--- src/rtl/core/ppgb_pkg.sv ---
package ppgb_pkg;

  // Grid and counter geometry; grid sizes are powers of two so that the
  // modulo-grid reduction is a mask
  localparam int unsigned GRID_X     = 64;
  localparam int unsigned GRID_Y     = 64;
  localparam int unsigned COUNT_BITS = 16;

  localparam int unsigned NCELLS = GRID_X * GRID_Y;
  localparam int unsigned CELL_W = (NCELLS > 1) ? $clog2(NCELLS) : 1;
  localparam int unsigned GX_W   = (GRID_X > 1) ? $clog2(GRID_X) : 1;
  localparam int unsigned GY_W   = (GRID_Y > 1) ? $clog2(GRID_Y) : 1;
  localparam int unsigned GMAX   = (GRID_X > GRID_Y) ? GRID_X : GRID_Y;
  localparam int unsigned GBITS  = $clog2(GMAX + 1);

  // Mean divider: 48 bit dividend, divisor holds a total count
  localparam int unsigned DIVD_W = 48;
  localparam int unsigned DIV_W  = (COUNT_BITS + 1 > GBITS) ? COUNT_BITS + 1 : GBITS;
  localparam int unsigned DCNT_W = $clog2(DIVD_W);

  // Shared multiplier
  localparam int unsigned MUL_A_W = (COUNT_BITS + 1 > 32) ? COUNT_BITS + 1 : 32;
  localparam int unsigned PROD_W  = MUL_A_W + 32;

  localparam int unsigned CFG_IDX_W = 3;
  localparam int unsigned CFG_W     = 32;

  localparam logic [COUNT_BITS-1:0] CNT_MAX = '1;

  typedef enum logic [1:0] {
    OP_CLEAR = 2'd0,
    OP_ADD   = 2'd1,
    OP_READ  = 2'd2,
    OP_NONE  = 2'd3
  } op_e;

  typedef enum logic [CFG_IDX_W-1:0] {
    CFG_BOX_X = 3'd0,
    CFG_BOX_Y = 3'd1,
    CFG_INV_X = 3'd2,
    CFG_INV_Y = 3'd3,
    CFG_BAND  = 3'd4,
    CFG_ICA   = 3'd5,
    CFG_EMPTY = 3'd6
  } cfg_idx_e;

  typedef struct packed {
    logic [COUNT_BITS-1:0] green;
    logic [COUNT_BITS-1:0] red;
    logic signed [47:0]    sum;
  } cell_t;

  typedef enum logic [4:0] {
    DP_IDLE,
    DP_LATCH,
    DP_CLR,
    DP_MAG,
    DP_NMUL,
    DP_WRAP,
    DP_SMUL,
    DP_SCALE,
    DP_QUOT,
    DP_WAIT,
    DP_COORD,
    DP_RMWRD,
    DP_RMWWR,
    DP_RDADDR,
    DP_RDMEM,
    DP_MDIV,
    DP_DENSG,
    DP_DENSR,
    DP_DENST,
    DP_OUT
  } dp_step_e;

  typedef struct packed {
    dp_step_e step;
    logic     axis_y;
  } dp_cmd_t;

  typedef struct packed {
    op_e  op;
    logic clr_last;
    logic div_done;
  } dp_stat_t;

endpackage

--- src/rtl/core/ppgb_ctrl.sv ---
module ppgb_ctrl import ppgb_pkg::*; (
  input  logic     clk_i,
  input  logic     rst_ni,
  input  logic     start_i,
  output logic     busy_o,
  output logic     done_o,
  output dp_cmd_t  cmd_o,
  input  dp_stat_t stat_i
);

  typedef enum logic [4:0] {
    ST_CLR, ST_IDLE, ST_DISP,
    ST_MAG, ST_NMUL, ST_WRAP, ST_SMUL, ST_SCALE, ST_QUOT,
    ST_COORD, ST_RMWRD, ST_RMWWR,
    ST_RDADDR, ST_RDMEM, ST_MDIV, ST_MWAIT,
    ST_DENSG, ST_DENSR, ST_DENST, ST_OUT
  } state_e;

  state_e state_q;
  logic   axis_q, done_q;

  always_ff @(posedge clk_i or negedge rst_ni) begin
    if (!rst_ni) begin
      state_q <= ST_CLR;
      axis_q  <= 1'b0;
      done_q  <= 1'b0;
    end else begin
      done_q <= (state_q == ST_OUT);
      unique case (state_q)
        ST_CLR:   if (stat_i.clr_last) state_q <= ST_IDLE;
        ST_IDLE:  if (start_i) state_q <= ST_DISP;
        ST_DISP: begin
          axis_q <= 1'b0;
          unique case (stat_i.op)
            OP_CLEAR: state_q <= ST_CLR;
            OP_ADD:   state_q <= ST_MAG;
            OP_READ:  state_q <= ST_RDADDR;
            default:  state_q <= ST_IDLE;
          endcase
        end
        ST_MAG:   state_q <= ST_NMUL;
        ST_NMUL:  state_q <= ST_WRAP;
        ST_WRAP:  state_q <= ST_SMUL;
        ST_SMUL:  state_q <= ST_SCALE;
        ST_SCALE: state_q <= ST_QUOT;
        ST_QUOT:  state_q <= ST_COORD;
        ST_COORD: begin
          if (axis_q) begin
            state_q <= ST_RMWRD;
          end else begin
            axis_q  <= 1'b1;
            state_q <= ST_MAG;
          end
        end
        ST_RMWRD:  state_q <= ST_RMWWR;
        ST_RMWWR:  state_q <= ST_IDLE;
        ST_RDADDR: state_q <= ST_RDMEM;
        ST_RDMEM:  state_q <= ST_MDIV;
        ST_MDIV:   state_q <= ST_MWAIT;
        ST_MWAIT:  if (stat_i.div_done) state_q <= ST_DENSG;
        ST_DENSG:  state_q <= ST_DENSR;
        ST_DENSR:  state_q <= ST_DENST;
        ST_DENST:  state_q <= ST_OUT;
        ST_OUT:    state_q <= ST_IDLE;
        default:   state_q <= ST_IDLE;
      endcase
    end
  end

  always_comb begin
    cmd_o.axis_y = axis_q;
    unique case (state_q)
      ST_CLR:    cmd_o.step = DP_CLR;
      ST_IDLE:   cmd_o.step = start_i ? DP_LATCH : DP_IDLE;
      ST_MAG:    cmd_o.step = DP_MAG;
      ST_NMUL:   cmd_o.step = DP_NMUL;
      ST_WRAP:   cmd_o.step = DP_WRAP;
      ST_SMUL:   cmd_o.step = DP_SMUL;
      ST_SCALE:  cmd_o.step = DP_SCALE;
      ST_QUOT:   cmd_o.step = DP_QUOT;
      ST_COORD:  cmd_o.step = DP_COORD;
      ST_RMWRD:  cmd_o.step = DP_RMWRD;
      ST_RMWWR:  cmd_o.step = DP_RMWWR;
      ST_RDADDR: cmd_o.step = DP_RDADDR;
      ST_RDMEM:  cmd_o.step = DP_RDMEM;
      ST_MDIV:   cmd_o.step = DP_MDIV;
      ST_DENSG:  cmd_o.step = DP_DENSG;
      ST_DENSR:  cmd_o.step = DP_DENSR;
      ST_DENST:  cmd_o.step = DP_DENST;
      ST_OUT:    cmd_o.step = DP_OUT;
      ST_MWAIT:  cmd_o.step = DP_WAIT;
      default:   cmd_o.step = DP_IDLE;
    endcase
  end

  assign busy_o = (state_q != ST_IDLE);
  assign done_o = done_q;

endmodule

--- config.mk ---
export PLATFORM = sky130hd
export DESIGN_NAME = ppgb_ctrl
export DESIGN_NICKNAME = d
export VERILOG_FILES = /design/src/rtl/core/ppgb_pkg.sv /design/src/rtl/core/ppgb_ctrl.sv
export SDC_FILE = /design/constraint.sdc
export NUM_CORES = 1
export LEC_CHECK = 0
export BUFFER_PORTS_ARGS = -buffer_cell sky130_fd_sc_hd__buf_2
export CAP_MARGIN = 5
export CELL_PAD_IN_SITES_DETAIL_PLACEMENT = 1
export CELL_PAD_IN_SITES_GLOBAL_PLACEMENT = 2
export CORE_MARGIN = 1.5
export CORE_UTILIZATION = 25
export CTS_BUF_LIST = sky130_fd_sc_hd__clkbuf_16
export CTS_CLUSTER_DIAMETER = 200
export DETAILED_ROUTE_END_ITERATION = 7
export HOLD_SLACK_MARGIN = 0.08
export PLACE_DENSITY_LB_ADDON = 0.1
export SLEW_MARGIN = 20
export SYNTH_ARGS = -nofsm -noshare
export SYNTH_HDL_FRONTEND = slang
export SYNTH_SLANG_ARGS = --single-unit
--- constraint.sdc ---
create_clock -name clk_i -period 1.38 [get_ports clk_i]
set_input_delay 0.138 -clock clk_i [delete_from_list [all_inputs] [get_ports clk_i]]
set_output_delay 0.138 -clock clk_i [all_outputs]
set_load 0.005 [all_outputs]
Yosys cells after proc, flatten, opt, wreduce, memory -nomap -nowiden

Cells that the tools add are included.

Output and inout bits: 8
Bits in registers: 7

Reductions and logical operators: 4
Equality and inequality tests: 25
Muxes and demuxes: 9

Operators by type and width:

| cell                                                             | count |
|---|---|
| 5-bit one-hot mux with 19 select lines                           | 1 |
| 5-bit one-hot mux with 18 select lines                           | 1 |
| 5-bit by 4-bit == test with 1-bit output (second input constant) | 8 |
| 5-bit by 3-bit == test with 1-bit output (second input constant) | 4 |
| 5-bit == test (second input constant)                            | 4 |
| 5-bit two-way mux                                                | 3 |
| 4-bit one-hot mux with 3 select lines                            | 1 |
| 5-bit by 2-bit == test with 1-bit output (second input constant) | 2 |
| 2-bit != test (second input constant)                            | 3 |
| 5-bit by 1-bit == test with 1-bit output (second input constant) | 1 |
| 5-bit zero test                                                  | 1 |
| 5-bit by 1-bit != test with 1-bit output (second input constant) | 1 |
| 4-bit two-way mux                                                | 1 |
| 3-bit AND reduction                                              | 1 |
| 2-bit by 1-bit == test with 1-bit output (second input constant) | 1 |
| 2-bit == test (second input constant)                            | 1 |
| 2-bit zero test                                                  | 1 |
| 1-bit one-hot mux with 2 select lines                            | 1 |
| 2-bit nonzero test                                               | 1 |
| 1-bit two-way mux                                                | 1 |

Logic depth before layout (Yosys ltp)

Depth in word-level cells: 3
Depth in mapped cells: 6
Gate-level depth less buffers: 5

Worst setup path after synthesis

No wires, ideal clock.

Path kind: reg-to-reg
Start point: reg state_q[2]
End point: reg state_q[0]
Path slack: -0.041 ns
Cell stages (with the launch flop): 5
Data required time: 1.261 ns
Arrival time: 1.303 ns
Period minus slack after synthesis: 1.421 ns
Cell sequence: dfrtp_1 -> buf_6 -> or3_4 -> or4_1 -> o21a_1

Cells in the longest elaborated chain, start to end: 3

Ends and longest elaborated chain:

| element                                                                | line            | text |
|---|---|---|
| start: declaration                                                     | ppgb_ctrl.sv:19 | `state_e state_q;` |
| start signal: assignment                                               | ppgb_ctrl.sv:24 | `state_q <= ST_CLR;` |
| start signal: assignment                                               | ppgb_ctrl.sv:30 | `ST_CLR: if (stat_i.clr_last) state_q <= ST_IDLE;` |
| start signal: assignment                                               | ppgb_ctrl.sv:31 | `ST_IDLE: if (start_i) state_q <= ST_DISP;` |
| 5-bit by 4-bit == test with 1-bit output, or another cell as far along | ppgb_ctrl.sv:29 | `unique case (state_q)` |
| 2-bit != test (no line)                                                | n/a             |  |
| 3-bit AND reduction (no line)                                          | n/a             |  |

Parallel ways exist; a longest one is shown, timed or not.
A chain may end at the register's enable or synchronous reset.

Worst setup path in the final report

Start point: reg state_q[3]
End point: reg state_q[0]

The elaborated chain is that of the path after synthesis.

==> flow_summary.yaml <==
status:
  status: "finished, violations left"
  violations: "setup timing"
yosys:
  ys_types: 34
  syn-num-nets: 86
  syn_area_per_cell_um2: 7.54
  synthFlopType: "dfrtp_1"
  synth.area.top_cells: "dfrtp_1, o21ai_0, nor2_1, a21oi_1, buf_2"
  syn_inst: 79
  syn_area_um2: 596
  synth_seq_cells: 7
  ys_seq_area_frac: 0.294
  yosys.cell_count.top_type: "o21ai_0"
  synth_top_area_share: 0.294
  yosys_warnings: 0
  synth-edff-count: 0
  ys_top_cells_by_count: "o21ai_0, nor2_1, dfrtp_1"
  async_reset_ff_frac: 1.00
  yosysTopAreaCell: "dfrtp_1"
power_and_ir_drop:
  p_per_area_nw_per_um2: 2620
  vdd_drop_max_v: 0.00151
  p_leak_nw: 0.455
  p_total_mw: 2.62
die:
  io_pins: 15
  chipWidth_um: 51.8
  start_util: 0.267
  row_count: 17
  die_y_um: 51.8
  core-area_um2: 2230
  fp.dieArea_um2: 2680
timing:
  period_share: 1.13
  fin_crit_ns: 1.56
  hold_viol_final: 0
  worst_pin_slew_ns: 0.274
  slew_viol_final: 0
  maxSlewHeadroom: 0.815
  setup_viol: 6
  rsz0062_at_grt: "true"
  skew_ns: 0.00125
  fmax_mhz: 639
  fin_tns_setup_ns: -0.738
  layout_setup_ws_ns: -0.184
cts:
  cts_root_buffer: "clkbuf_16"
  cts_made_buffers: 3
  cts_max_level: 1
  clkTransAtPathRegs_ns: 0.04
  cts_tree: "yes"
  clkLatencyLatePin_ns: 0.23
  cts_buffer_depth: 2
  clock-sinks: 7
critical_path:
  slowest_delay_ns: 0.44
  startpoint_type: "flop"
  r2r_slack_ns: -0.18
  worstSetupPathType: "reg2reg"
  critPathSlowestCell: "dfrtp_2"
  critPathArrivalTime_ns: 1.69
  crit_required_ns: 1.50
  worstPathCellList: "buf_6 > or3_4 > or4_1 > o21a_1"
  cp-end-kind: "flop"
  crit_fanout: 5
detailed_routing:
  vias: 710
  drtPass1Iterations: 3
  drtAntennaViolNets: 0
  wl_um: 2140
  drtIter0Drc: 3
  drc: 0
  wl_per_cell_um: 15.3
  vias_per_cell: 5.07
layout:
  n_fill_cell: 281
  final_cells: 140
  drive_gt1_frac: 0.482
  antenna_cells: 0
  nNetsFinal: 120
  fin_util: 0.448
  area_growth_syn_to_layout_pct: 67.9
  final_cell_area_um2: 1000
place:
  port_buffers: 14
  gp_congestion: 0.816
  dp_hpwl_um: 1610
  placed_cell_area_um2: 788
  placed_cells: 131
global_routing:
  grtUsageTotal: 0.179
  grt_first_pass_wirelength_um: 3370
  grt_max_degree: 12
  grt_pass1_vias: 707
  grt_overflow: 0
  antenna_found_initial: 0
job:
  drv_cap: 0
worst_hold_path:
  holdCritPathClass: "in2reg"
## placed cells by master (no fill, tap or decap), drive strengths merged, types with 2 or more instances in the layout
| master | n |
|---|---|
| buf | 36 |
| inv | 4 |
| nand2 | 5 |
| nor2 | 8 |
| o41ai | 2 |
| dfrtp | 7 |
| a21oi | 5 |
| clkbuf | 3 |
| nand3 | 4 |
| o21ai | 13 |
| o21a | 2 |
| nor2b | 3 |
## where the power goes
| part | internal [mW] | switching [mW] |
|---|---|---|
| combinational | 0.899 | 0.803 |
| sequential | 0.297 | 0.121 |
| clock | 0.378 | 0.122 |
## per-layer routing
layer,share of wire,track usage,vias up
li1,-,-,351
met1,0.44,0.208,342
met2,0.52,0.316,13
met3,0.031,0.0517,4
met4,0.012,0.0526,0
met5,0,0,-
## per-stage QoR
step           setup WS, ns  hold WS (ns)
2_1_floorplan       -0.0414        -0.158
5_1_grt              -0.244         0.244
3_5_place_dp        -0.0830       -0.0165
3_3_place_gp        -0.0348       -0.0160
4_1_cts              -0.182         0.230
6_report             -0.184         0.225
## worst paths after layout
kind                            startpoint    endpoint  cells after the start
worst max register to register  state_q[3]  state_q[0]                      4
worst min-delay path             stat_i[1]  state_q[0]                      3
worst max-delay path            state_q[3]  state_q[0]                      4
min in group asynchronous           rst_ni  state_q[4]                      2
worst min register to register      axis_q      axis_q                      3
max in group asynchronous           rst_ni  state_q[2]                      2
## sequential cells by signal, summed over array words and instances (netlist names)
register,flops
axis_q,1
done_o,1
state_q,5
## timing repair
item                       4_1_cts  5_1_grt
pin swaps                        2        5
resized for setup               17       15
buffers inserted                 2        4
hold endpoints to repair         7        0
setup endpoints to repair        9       10
hold buffers                     1        0
## area by class of cell
class / count / area, µm² / share of cell area
multi-input cells: 61 / 417 / 0.417
repair buffers: 37 / 279 / 0.279
flip-flops and latches: 7 / 179 / 0.179
clock buffers: 3 / 75.1 / 0.0751
well taps: 28 / 35.0 / 0.0350
inverters: 3 / 11.3 / 0.0113
clock inverters: 1 / 3.75 / 0.00375
## cells by family after synthesis
kind of cell,count (synthesis),synth area share
AO/OA/AOI/OAI,29,0.298
AND/OR/NAND/NOR,29,0.263
buffers and inverters,11,0.0987
flip-flops,7,0.294
XOR/XNOR,2,0.0294
multiplexers,1,0.0168
## worst max-delay path: cells and delay by family (launching register included)
kind	cells	cell delay [ns]
simple gates	2	0.77
compound gates	1	0.11
buf+inv	1	0.13
flops	1	0.44
Note: power is estimated with default switching activity, not from simulation.
